<file path="config.mk">
export PLATFORM = sky130hd
export DESIGN_NAME = selective_repeat_receive_window
export DESIGN_NICKNAME = d
export VERILOG_FILES = /design/src/rtl/srrw_pkg.sv /design/src/rtl/srrw_cmd_fifo.sv /design/src/rtl/srrw_front.sv /design/src/rtl/srrw_back.sv /design/src/rtl/selective_repeat_receive_window.sv
export SDC_FILE = /design/constraint.sdc
export NUM_CORES = 2
export LEC_CHECK = 0
export ABC_AREA = 0
export BUFFER_PORTS_ARGS = -buffer_cell sky130_fd_sc_hd__buf_4
export CELL_PAD_IN_SITES_DETAIL_PLACEMENT = 1
export CELL_PAD_IN_SITES_GLOBAL_PLACEMENT = 1
export CORE_ASPECT_RATIO = 1.5
export CORE_UTILIZATION = 40
export CTS_CLUSTER_DIAMETER = 40
export DETAILED_ROUTE_END_ITERATION = 12
export GPL_TIMING_DRIVEN = 0
export PLACE_DENSITY = 0.68
export SLEW_MARGIN = 20
export SYNTH_ARGS = -nofsm -noshare
export SYNTH_HDL_FRONTEND = slang
export SYNTH_SLANG_ARGS = --single-unit
</file>
<file path="constraint.sdc">
create_clock -name clk_i -period 20.1 [get_ports clk_i]
set_input_delay 6.03 -clock clk_i [delete_from_list [all_inputs] [get_ports clk_i]]
set_output_delay 6.03 -clock clk_i [all_outputs]
set_load 0.01 [all_outputs]
</file>
<file path="src/rtl/srrw_pkg.sv">
package srrw_pkg;

  localparam int unsigned WINDOW    = 32;
  localparam int unsigned REF_BITS  = 16;
  localparam int unsigned LEN_BITS  = 11;
  localparam int unsigned SEQ_BITS  = 32;
  localparam int unsigned IDX_BITS  = $clog2(WINDOW);
  localparam int unsigned CMD_DEPTH = 2;
  localparam int unsigned CFG_IDX_BITS = 2;

  localparam logic [SEQ_BITS-1:0] TIMEOUT_RESET = SEQ_BITS'(1000);

  typedef enum logic [2:0] {
    KIND_DATA     = 3'd0,
    KIND_FIN      = 3'd1,
    KIND_PEER_RST = 3'd2,
    KIND_OTHER    = 3'd3,
    KIND_TICK     = 3'd4,
    KIND_ABORT    = 3'd5
  } in_kind_e;

  typedef enum logic [2:0] {
    OUT_ACK       = 3'd0,
    OUT_DELIVER   = 3'd1,
    OUT_FINISHED  = 3'd2,
    OUT_PEER_RST  = 3'd3,
    OUT_TIMED_OUT = 3'd4,
    OUT_RST_SENT  = 3'd5
  } out_kind_e;

  typedef enum logic [CFG_IDX_BITS-1:0] {
    CFG_CONN_ID   = 2'd0,
    CFG_START_SEQ = 2'd1,
    CFG_TIMEOUT   = 2'd2
  } cfg_idx_e;

  typedef enum logic [2:0] {
    CMD_DATA     = 3'd0,
    CMD_FIN      = 3'd1,
    CMD_PEER_RST = 3'd2,
    CMD_TICK     = 3'd3,
    CMD_ABORT    = 3'd4
  } cmd_op_e;

  typedef enum logic [1:0] {
    B_IDLE,
    B_EXEC,
    B_SYNC,
    B_DRAIN
  } back_state_e;

  typedef struct packed {
    logic [2:0]          kind;
    logic                well_formed;
    logic [SEQ_BITS-1:0] conn_tag;
    logic [SEQ_BITS-1:0] seq_number;
    logic [REF_BITS-1:0] payload_ref;
    logic [LEN_BITS-1:0] payload_len;
  } in_t;

  typedef struct packed {
    logic [2:0]          out_kind;
    logic [SEQ_BITS-1:0] ack_number;
    logic [SEQ_BITS-1:0] deliver_seq;
    logic [REF_BITS-1:0] out_payload_ref;
    logic [LEN_BITS-1:0] out_payload_len;
    logic [SEQ_BITS-1:0] next_seq;
    logic                last;
  } out_t;

  typedef struct packed {
    cmd_op_e             op;
    logic [SEQ_BITS-1:0] seq;
    logic [REF_BITS-1:0] pref;
    logic [LEN_BITS-1:0] plen;
  } cmd_t;

  typedef struct packed {
    logic                    en;
    logic [CFG_IDX_BITS-1:0] idx;
    logic [SEQ_BITS-1:0]     data;
  } cfg_wr_t;

endpackage

</file>
<file path="src/rtl/srrw_cmd_fifo.sv">
module srrw_cmd_fifo (
  input  logic           clk_i,
  input  logic           rst_ni,
  input  logic           push_i,
  input  srrw_pkg::cmd_t push_cmd_i,
  input  logic           pop_i,
  output srrw_pkg::cmd_t head_o,
  output logic           full_o,
  output logic           empty_o
);
  import srrw_pkg::*;

  localparam int unsigned PTR_BITS = (CMD_DEPTH > 1) ? $clog2(CMD_DEPTH) : 1;
  localparam int unsigned CNT_BITS = $clog2(CMD_DEPTH + 1);

  cmd_t                mem_q [CMD_DEPTH];
  logic [PTR_BITS-1:0] wptr_q, wptr_d;
  logic [PTR_BITS-1:0] rptr_q, rptr_d;
  logic [CNT_BITS-1:0] cnt_q, cnt_d;

  function automatic logic [PTR_BITS-1:0] ptr_inc(input logic [PTR_BITS-1:0] p);
    logic [PTR_BITS-1:0] r;
    if (p == PTR_BITS'(CMD_DEPTH - 1)) begin
      r = '0;
    end else begin
      r = p + 1'b1;
    end
    return r;
  endfunction

  assign full_o  = (cnt_q == CNT_BITS'(CMD_DEPTH));
  assign empty_o = (cnt_q == '0);
  assign head_o  = mem_q[rptr_q];

  always_comb begin
    wptr_d = wptr_q;
    rptr_d = rptr_q;
    cnt_d  = cnt_q;
    if (push_i) begin
      wptr_d = ptr_inc(wptr_q);
    end
    if (pop_i) begin
      rptr_d = ptr_inc(rptr_q);
    end
    if (push_i && !pop_i) begin
      cnt_d = cnt_q + 1'b1;
    end else if (pop_i && !push_i) begin
      cnt_d = cnt_q - 1'b1;
    end
  end

  always_ff @(posedge clk_i or negedge rst_ni) begin
    if (!rst_ni) begin
      wptr_q <= '0;
      rptr_q <= '0;
      cnt_q  <= '0;
    end else begin
      wptr_q <= wptr_d;
      rptr_q <= rptr_d;
      cnt_q  <= cnt_d;
    end
  end

  always_ff @(posedge clk_i) begin
    if (push_i) begin
      mem_q[wptr_q] <= push_cmd_i;
    end
  end

endmodule

</file>
<file path="src/rtl/srrw_front.sv">
module srrw_front (
  input  logic              clk_i,
  input  logic              rst_ni,
  input  srrw_pkg::cfg_wr_t cfg_i,
  input  logic              in_valid_i,
  input  srrw_pkg::in_t     in_req_i,
  input  logic              fifo_full_i,
  output logic              in_ready_o,
  output logic              push_o,
  output srrw_pkg::cmd_t    cmd_o
);
  import srrw_pkg::*;

  logic [SEQ_BITS-1:0] conn_id_q, conn_id_d;
  logic                hdr_ok;
  logic                keep;

  assign in_ready_o = !fifo_full_i;
  assign hdr_ok     = in_req_i.well_formed && (in_req_i.conn_tag == conn_id_q);

  // Stateless filtering: foreign or malformed headers and unused kinds never
  // reach the queue.
  always_comb begin
    keep       = 1'b0;
    cmd_o.op   = CMD_DATA;
    cmd_o.seq  = in_req_i.seq_number;
    cmd_o.pref = in_req_i.payload_ref;
    cmd_o.plen = in_req_i.payload_len;
    unique case (in_req_i.kind)
      KIND_DATA: begin
        keep     = hdr_ok;
        cmd_o.op = CMD_DATA;
      end
      KIND_FIN: begin
        keep     = hdr_ok;
        cmd_o.op = CMD_FIN;
      end
      KIND_PEER_RST: begin
        keep     = hdr_ok;
        cmd_o.op = CMD_PEER_RST;
      end
      KIND_TICK: begin
        keep     = 1'b1;
        cmd_o.op = CMD_TICK;
      end
      KIND_ABORT: begin
        keep     = 1'b1;
        cmd_o.op = CMD_ABORT;
      end
      default: begin
        keep = 1'b0;
      end
    endcase
  end

  assign push_o = in_valid_i && in_ready_o && keep;

  always_comb begin
    conn_id_d = conn_id_q;
    if (cfg_i.en && (cfg_i.idx == CFG_CONN_ID)) begin
      conn_id_d = cfg_i.data;
    end
  end

  always_ff @(posedge clk_i or negedge rst_ni) begin
    if (!rst_ni) begin
      conn_id_q <= '0;
    end else begin
      conn_id_q <= conn_id_d;
    end
  end

endmodule

</file>
<file path="src/rtl/srrw_back.sv">
module srrw_back (
  input  logic              clk_i,
  input  logic              rst_ni,
  input  srrw_pkg::cfg_wr_t cfg_i,
  input  srrw_pkg::cmd_t    head_i,
  input  logic              empty_i,
  output logic              pop_o,
  output logic              out_valid_o,
  input  logic              out_ready_i,
  output srrw_pkg::out_t    out_req_o
);
  import srrw_pkg::*;

  back_state_e         state_q, state_d;
  cmd_t                cmd_q, cmd_d;
  logic [SEQ_BITS-1:0] exp_q, exp_d;
  logic [SEQ_BITS-1:0] idle_q, idle_d;
  logic [SEQ_BITS-1:0] timeout_q, timeout_d;
  logic                fin_q, fin_d;
  logic [WINDOW-1:0]   full_q, full_d;
  out_t                out_q, out_d;
  logic                out_valid_q, out_valid_d;

  logic [REF_BITS-1:0] ref_mem [WINDOW];
  logic [LEN_BITS-1:0] len_mem [WINDOW];
  logic [REF_BITS-1:0] rd_ref_q;
  logic [LEN_BITS-1:0] rd_len_q;
  logic                mem_we;
  logic [IDX_BITS-1:0] rd_addr;

  logic                out_free;
  logic                emit;
  logic [SEQ_BITS-1:0] seq_off;
  logic                in_win;
  logic                old_pkt;
  logic [IDX_BITS-1:0] s_idx;
  logic [IDX_BITS-1:0] e_idx;
  logic [IDX_BITS-1:0] e_next;
  logic                full_after;
  logic [SEQ_BITS-1:0] idle_inc;
  logic                deliver_last;

  assign out_free   = !out_valid_q || out_ready_i;
  assign seq_off    = cmd_q.seq - exp_q;
  assign in_win     = seq_off < SEQ_BITS'(WINDOW);
  assign old_pkt    = seq_off >= (SEQ_BITS'(0) - SEQ_BITS'(WINDOW));
  assign s_idx      = cmd_q.seq[IDX_BITS-1:0];
  assign e_idx      = exp_q[IDX_BITS-1:0];
  assign e_next     = e_idx + 1'b1;
  // The slot at the expected position is empty between items, so a drain
  // follows only when this packet fills it.
  assign full_after = full_q[e_idx] || (s_idx == e_idx);
  assign idle_inc   = idle_q + 1'b1;
  assign deliver_last = !full_q[e_next];
  assign pop_o      = (state_q == B_IDLE) && !empty_i;

  // Next state.
  always_comb begin
    state_d = state_q;
    unique case (state_q)
      B_IDLE: begin
        if (!empty_i) begin
          state_d = B_EXEC;
        end
      end
      B_EXEC: begin
        if (fin_q) begin
          state_d = B_IDLE;
        end else if (out_free) begin
          if ((cmd_q.op == CMD_DATA) && in_win && full_after) begin
            state_d = B_SYNC;
          end else begin
            state_d = B_IDLE;
          end
        end
      end
      B_SYNC: begin
        state_d = B_DRAIN;
      end
      B_DRAIN: begin
        if (out_free && deliver_last) begin
          state_d = B_IDLE;
        end
      end
      default: begin
        state_d = B_IDLE;
      end
    endcase
  end

  // Datapath and result formation.
  always_comb begin
    cmd_d     = cmd_q;
    exp_d     = exp_q;
    idle_d    = idle_q;
    timeout_d = timeout_q;
    fin_d     = fin_q;
    full_d    = full_q;
    mem_we    = 1'b0;
    emit      = 1'b0;
    out_d     = '0;
    out_d.next_seq = exp_q;

    unique case (state_q)
      B_IDLE: begin
        if (!empty_i) begin
          cmd_d = head_i;
        end
      end
      B_EXEC: begin
        if (!fin_q && out_free) begin
          unique case (cmd_q.op)
            CMD_TICK: begin
              idle_d = idle_inc;
              if (idle_inc >= timeout_q) begin
                fin_d          = 1'b1;
                emit           = 1'b1;
                out_d.out_kind = OUT_TIMED_OUT;
                out_d.last     = 1'b1;
              end
            end
            CMD_ABORT: begin
              fin_d          = 1'b1;
              emit           = 1'b1;
              out_d.out_kind = OUT_RST_SENT;
              out_d.last     = 1'b1;
            end
            CMD_FIN: begin
              fin_d          = 1'b1;
              emit           = 1'b1;
              out_d.out_kind = OUT_FINISHED;
              out_d.last     = 1'b1;
            end
            CMD_PEER_RST: begin
              fin_d          = 1'b1;
              emit           = 1'b1;
              out_d.out_kind = OUT_PEER_RST;
              out_d.last     = 1'b1;
            end
            CMD_DATA: begin
              if (in_win || old_pkt) begin
                idle_d           = '0;
                emit             = 1'b1;
                out_d.out_kind   = OUT_ACK;
                out_d.ack_number = cmd_q.seq + 1'b1;
                out_d.last       = !(in_win && full_after);
                if (in_win && !full_q[s_idx]) begin
                  full_d[s_idx] = 1'b1;
                  mem_we        = 1'b1;
                end
              end
            end
            default: begin
              emit = 1'b0;
            end
          endcase
        end
      end
      B_SYNC: begin
        emit = 1'b0;
      end
      B_DRAIN: begin
        if (out_free) begin
          full_d[e_idx]         = 1'b0;
          exp_d                 = exp_q + 1'b1;
          emit                  = 1'b1;
          out_d.out_kind        = OUT_DELIVER;
          out_d.deliver_seq     = exp_q;
          out_d.out_payload_ref = rd_ref_q;
          out_d.out_payload_len = rd_len_q;
          out_d.next_seq        = exp_q + 1'b1;
          out_d.last            = deliver_last;
        end
      end
      default: begin
        emit = 1'b0;
      end
    endcase

    if (cfg_i.en && (cfg_i.idx == CFG_START_SEQ)) begin
      exp_d  = cfg_i.data;
      full_d = '0;
    end
    if (cfg_i.en && (cfg_i.idx == CFG_TIMEOUT)) begin
      timeout_d = cfg_i.data;
    end
  end

  always_comb begin
    out_valid_d = out_valid_q;
    if (emit) begin
      out_valid_d = 1'b1;
    end else if (out_ready_i) begin
      out_valid_d = 1'b0;
    end
  end

  // The read port always follows the next expected slot, so the drain sees
  // one registered entry per cycle while the output register is free.
  assign rd_addr = exp_d[IDX_BITS-1:0];

  always_ff @(posedge clk_i) begin
    if (mem_we) begin
      ref_mem[s_idx] <= cmd_q.pref;
      len_mem[s_idx] <= cmd_q.plen;
    end
    rd_ref_q <= ref_mem[rd_addr];
    rd_len_q <= len_mem[rd_addr];
  end

  always_ff @(posedge clk_i or negedge rst_ni) begin
    if (!rst_ni) begin
      state_q     <= B_IDLE;
      exp_q       <= '0;
      idle_q      <= '0;
      timeout_q   <= TIMEOUT_RESET;
      fin_q       <= 1'b0;
      full_q      <= '0;
      out_valid_q <= 1'b0;
    end else begin
      state_q     <= state_d;
      exp_q       <= exp_d;
      idle_q      <= idle_d;
      timeout_q   <= timeout_d;
      fin_q       <= fin_d;
      full_q      <= full_d;
      out_valid_q <= out_valid_d;
    end
  end

  always_ff @(posedge clk_i) begin
    cmd_q <= cmd_d;
    if (emit) begin
      out_q <= out_d;
    end
  end

  assign out_valid_o = out_valid_q;
  assign out_req_o   = out_q;

endmodule

</file>
<file path="src/rtl/selective_repeat_receive_window.sv">
// Receive side of a selective-repeat transfer. Requests on the input channel
// are packet headers, timer ticks and local aborts; requests on the output
// channel are acks, in-order payload deliveries and one final status.
// The front stage accepts one request per cycle into a two-entry command
// queue while the queue is not full, dropping malformed, foreign and unused
// kinds on the spot. The back stage pops one command into a register, then
// acts on it in its execute state. An in-window data packet that completes
// the expected slot passes a sync state for the window RAM read and then
// gives one delivery per cycle while the output register is free; the last
// result of a request has last set. A request therefore passes the idle and
// execute states, and for a release also the sync and drain states, in the
// back stage. The output register is reloaded in the cycle its result is
// taken, so results can leave back to back; a stalled receiver stalls the
// back stage, then the queue, then in_ready_o. Configuration writes are
// registered; a write of start_seq also clears every window mark. Reset
// clears the window marks, sets the expected sequence and connection id to
// zero and the timeout to 1000 ticks. After fin, peer reset, timeout or abort
// every request is swallowed until reset.
module selective_repeat_receive_window (
  input  logic                                clk_i,
  input  logic                                rst_ni,
  input  logic                                cfg_we_i,
  input  logic [srrw_pkg::CFG_IDX_BITS-1:0]   cfg_idx_i,
  input  logic [srrw_pkg::SEQ_BITS-1:0]       cfg_wdata_i,
  input  logic                                in_valid_i,
  output logic                                in_ready_o,
  input  srrw_pkg::in_t                       in_req_i,
  output logic                                out_valid_o,
  input  logic                                out_ready_i,
  output srrw_pkg::out_t                      out_req_o
);
  import srrw_pkg::*;

  cfg_wr_t cfg;
  cmd_t    push_cmd;
  cmd_t    head;
  logic    push;
  logic    pop;
  logic    fifo_full;
  logic    fifo_empty;

  assign cfg.en   = cfg_we_i;
  assign cfg.idx  = cfg_idx_i;
  assign cfg.data = cfg_wdata_i;

  srrw_front u_front (
    .clk_i       (clk_i),
    .rst_ni      (rst_ni),
    .cfg_i       (cfg),
    .in_valid_i  (in_valid_i),
    .in_req_i    (in_req_i),
    .fifo_full_i (fifo_full),
    .in_ready_o  (in_ready_o),
    .push_o      (push),
    .cmd_o       (push_cmd)
  );

  srrw_cmd_fifo u_cmd_fifo (
    .clk_i      (clk_i),
    .rst_ni     (rst_ni),
    .push_i     (push),
    .push_cmd_i (push_cmd),
    .pop_i      (pop),
    .head_o     (head),
    .full_o     (fifo_full),
    .empty_o    (fifo_empty)
  );

  srrw_back u_back (
    .clk_i       (clk_i),
    .rst_ni      (rst_ni),
    .cfg_i       (cfg),
    .head_i      (head),
    .empty_i     (fifo_empty),
    .pop_o       (pop),
    .out_valid_o (out_valid_o),
    .out_ready_i (out_ready_i),
    .out_req_o   (out_req_o)
  );

endmodule

</file>
==> impl_metrics.csv <==
group,metric,value,unit
worst_hold_path,whs_path_depth,1,
synth,ys_seq_elements,1372,
cts,cts.sink_count,1372,
floorplan,ios,263,
synth,synthesis.nets,3675,
final_layout,fin_util,47.9,%
critical_path,regToRegStartpoint,"u_back.exp_q[1]",
sta,min_period,10.68,ns
synth,syn_inst,3467,
cts,post_cts_buffers,0,
critical_path,r2r_slack,12.92,ns
sta,fmax,93.7,MHz
worst_hold_path,worstHoldPathType,"flip-flop to flip-flop",
sta,timing_worst_slew_pin_value,1.22,ns
pwr,comb_power_share,23.3,%
routing,first_iter_violations,2660,
cts,htree_levels,4,
critical_path,worstSetupEndpoint,"u_back.rd_len_q[7]",
critical_path,cp.arrival,11.19,ns
pwr,internal_power,5.81,mW
routing,vias,33600,
cts,cts_buffers,147,
cts,holdBufCountCts,0,
routing,ant_nets,0,
run_status,outcome,"complete, no violations",
cts,clock_latency,0.82,ns
routing,drcViolationCount,0,
routing,wl_met1,63800,µm
pwr,swShare,32.2,%
cts,path_clk_slew,0.06,ns
pwr,leakage,23.8,nW
pwr,pwr-share-seq,44.0,%
synth,syn_area,57700,µm²
critical_path,crit_type,"input port to flip-flop",
routing,drt_wl_total,173000,µm
floorplan,core,143000,µm²
floorplan,die_h,467,µm
routing,dr_wl_met2,91500,µm
synth,synth.distinct_cells,84,
global_route,grt_first_pass_wirelength,250000,µm
cts,cts_buffer_depth,3,
routing,vias_per_cell,5.64,
cts,clock-root-buffer,"clkbuf_16",
critical_path,worst_ep_required_time,20.61,ns
synth,ys_seq_area_share,69.5,%
synth,synthTopCellsByArea,"edfxtp_1 61%, mux4_2 9.5%, dfrtp_1 7.0%, mux2_2 3.7%, nor2_1 1.7%",
synth,ys.flop_type,"edfxtp_1",
routing,highest_layer,"met5",
sta,slew_headroom,18.3,%
critical_path,r2r_end,"u_back.rd_len_q[7]",
global_route,grt_max_degree,63,
critical_path,worstPathMaxFanout,10,
critical_path,cp-start-kind,"input port",
sta,fin_crit_sh,53.1,%
pwr,switchingPower,2.76,mW
final_layout,num-nets-final,4152,
floorplan,rows,170,
critical_path,rr_worst_depth,14,
cts,cts_tree,"done",
sta,whs,0.483,ns
synth,synth_edf_count,1177,
run,cap_viol_max_count,0,
routing,route.met3.wl,8310,µm
floorplan,die_w,312,µm
global_route,overflow,0,
synth,netlist.area_leader.share,61.3,%
sta,fin_skew,0.0419,ns
placement,globalplace.congestion,0.947,
sta,setup_tns,0,ns
synth,yosysWarningCount,0,
placement,dp_hpwl,125000,µm
floorplan,start_util,40.3,%
sta,grt_setup_unrepaired,"no",
pwr,p_clk_share,32.6,%
global_route,grt_pass1_vias,36100,
final_layout,drive_gt1_share,27.1,%
sta,hold_viol,0,
routing,dr.pass1.iters,5,
pwr,ir_worst_vdd,0.101,mV
global_route,grtUsageTotal,23.8,%
global_route,antenna_found_initial,10,
synth,yosysTopAreaCell,"edfxtp_1",
critical_path,crit_start,"out_ready_i",
sta,drv_slew,0,
synth,syn_avg_cell_area,16.6,µm²
floorplan,die_area,146000,µm²
routing,wl_per_cell,29.0,µm
placement,port_buffers,262,
final_layout,area_delta_synth_final,18.9,%
pwr,p_per_area,125,nW/µm²
critical_path,endpoint_kind,"flip-flop",
synth,async_flop_share,12.2,%
sta,setup_violations,0,
cts,cts_resized,0,
[Yosys cell counts, types with 17 or more instances]
cell,number
edfxtp_1,1177
nor2_1,254
mux4_2,243
mux2_2,191
dfrtp_1,162
nand2_1,138
clkbuf_1,119
xnor2_1,105
a21oi_1,95
nor3_1,92
inv_1,86
o21ai_0,74
ha_1,73
nand3_1,68
mux2i_1,60
xor2_1,54
nand4_1,45
and2_1,43
o211ai_1,34
a21o_1,28
dfxtp_1,27
buf_1,26
and3_1,25
buf_2,24
a41oi_1,22
a311oi_1,18
a211oi_1,17
[registers in the layout, indices dropped and copies added (netlist names), 62 cells and up, named ones only]
name,cells
u_cmd_fifo.mem_q,124
u_back.out_req_o,127
u_back.len_mem,352
u_back.ref_mem,512
u_back.cmd_q,62
[worst max-delay path, stage by stage]
cell	delay, ns
buf_4	0.10
nand2b_1	0.18
nand3_1	0.36
mux2_2	0.39
nor2_1	0.06
nor2_2	0.64
clkbuf_1	0.77
clkbuf_1	0.85
mux4_2	0.42
mux2i_1	0.59
nand2_1	0.23
o211ai_1	0.14
o21ai_0	0.37
[layout make-up]
| type | count | area (µm²) |
|---|---|---|
| multi-input cells | 1835 | 16800 |
| well taps | 1892 | 2370 |
| flip-flops and latches | 1372 | 40100 |
| fillers | 13800 | 74500 |
| clock buffers | 171 | 3840 |
| plain buffers | 173 | 701 |
| diodes | 1 | 2.50 |
| repair buffers | 328 | 3340 |
| inverters | 87 | 329 |
| clock inverters | 99 | 1150 |
[how the worst min path moves through the flow]
stage,startpoint,endpoint
after CTS,u_back.fin_q,u_back.fin_q
after global routing,u_back.fin_q,u_back.fin_q
after floorplan,u_back.fin_q,u_back.fin_q
after detailed placement,u_back.fin_q,u_back.fin_q
after global placement,u_back.fin_q,u_back.fin_q
final,u_back.fin_q,u_back.fin_q
[power by group through the flow]
stage               combinational [mW]  clock, mW  sequential, mW
floorplan                         1.09          0            3.80
global placement                  1.69          0            4.00
detailed placement                1.79          0            3.99
CTS                               1.80       2.84            3.93
global route                      2.13       2.93            3.79
finish                            2.00       2.80            3.77
[layout by cell type (no fill, tap or decap), types with 68 or more instances in the layout]
cell	n
edfxtp_1	1177
buf_4	263
mux4_2	243
nor2_1	227
mux2_2	191
dfrtp_1	162
clkbuf_16	149
nand2_1	138
clkbuf_1	137
xnor2_1	105
a21oi_1	95
nor3_1	91
inv_1	77
o21ai_0	74
ha_1	73
nand3_1	68
[per-layer routing]
layer / track usage (%) / vias up
met5: 0 / -
met4: 12.2 / 4
met3: 3.62 / 361
met2: 43.3 / 1207
met1: 27.0 / 17500
li1: - / 14500
[logic make-up (layout without fill, tap and decap cells)]
group / Yosys count / count (layout) / share of synthesized area [%]
flip-flops: 1372 / 1372 / 69.5
AND/OR/NAND/NOR: 741 / 741 / 6.18
multiplexers: 494 / 494 / 14.3
AO/OA/AOI/OAI: 367 / 367 / 4.27
buffers and inverters: 260 / 858 / 1.77
XOR/XNOR: 159 / 159 / 2.41
adder cells (fa/ha/maj): 74 / 74 / 1.62
other: 0 / 1 / 0
[stage by stage]
step                power, mW  area [µm²]  std cells  setup WS (ns)
detailed placement       5.77       63300       5664           8.69
global placement         5.69       62000       5621           5.23
floorplan                4.89       57700       3467           9.69
global route             8.85       68600       5958           9.30
CTS                      8.57       68300       5934           9.52
finish                   8.57       68600       5958           9.42
Note: power is estimated with default switching activity, not from simulation.
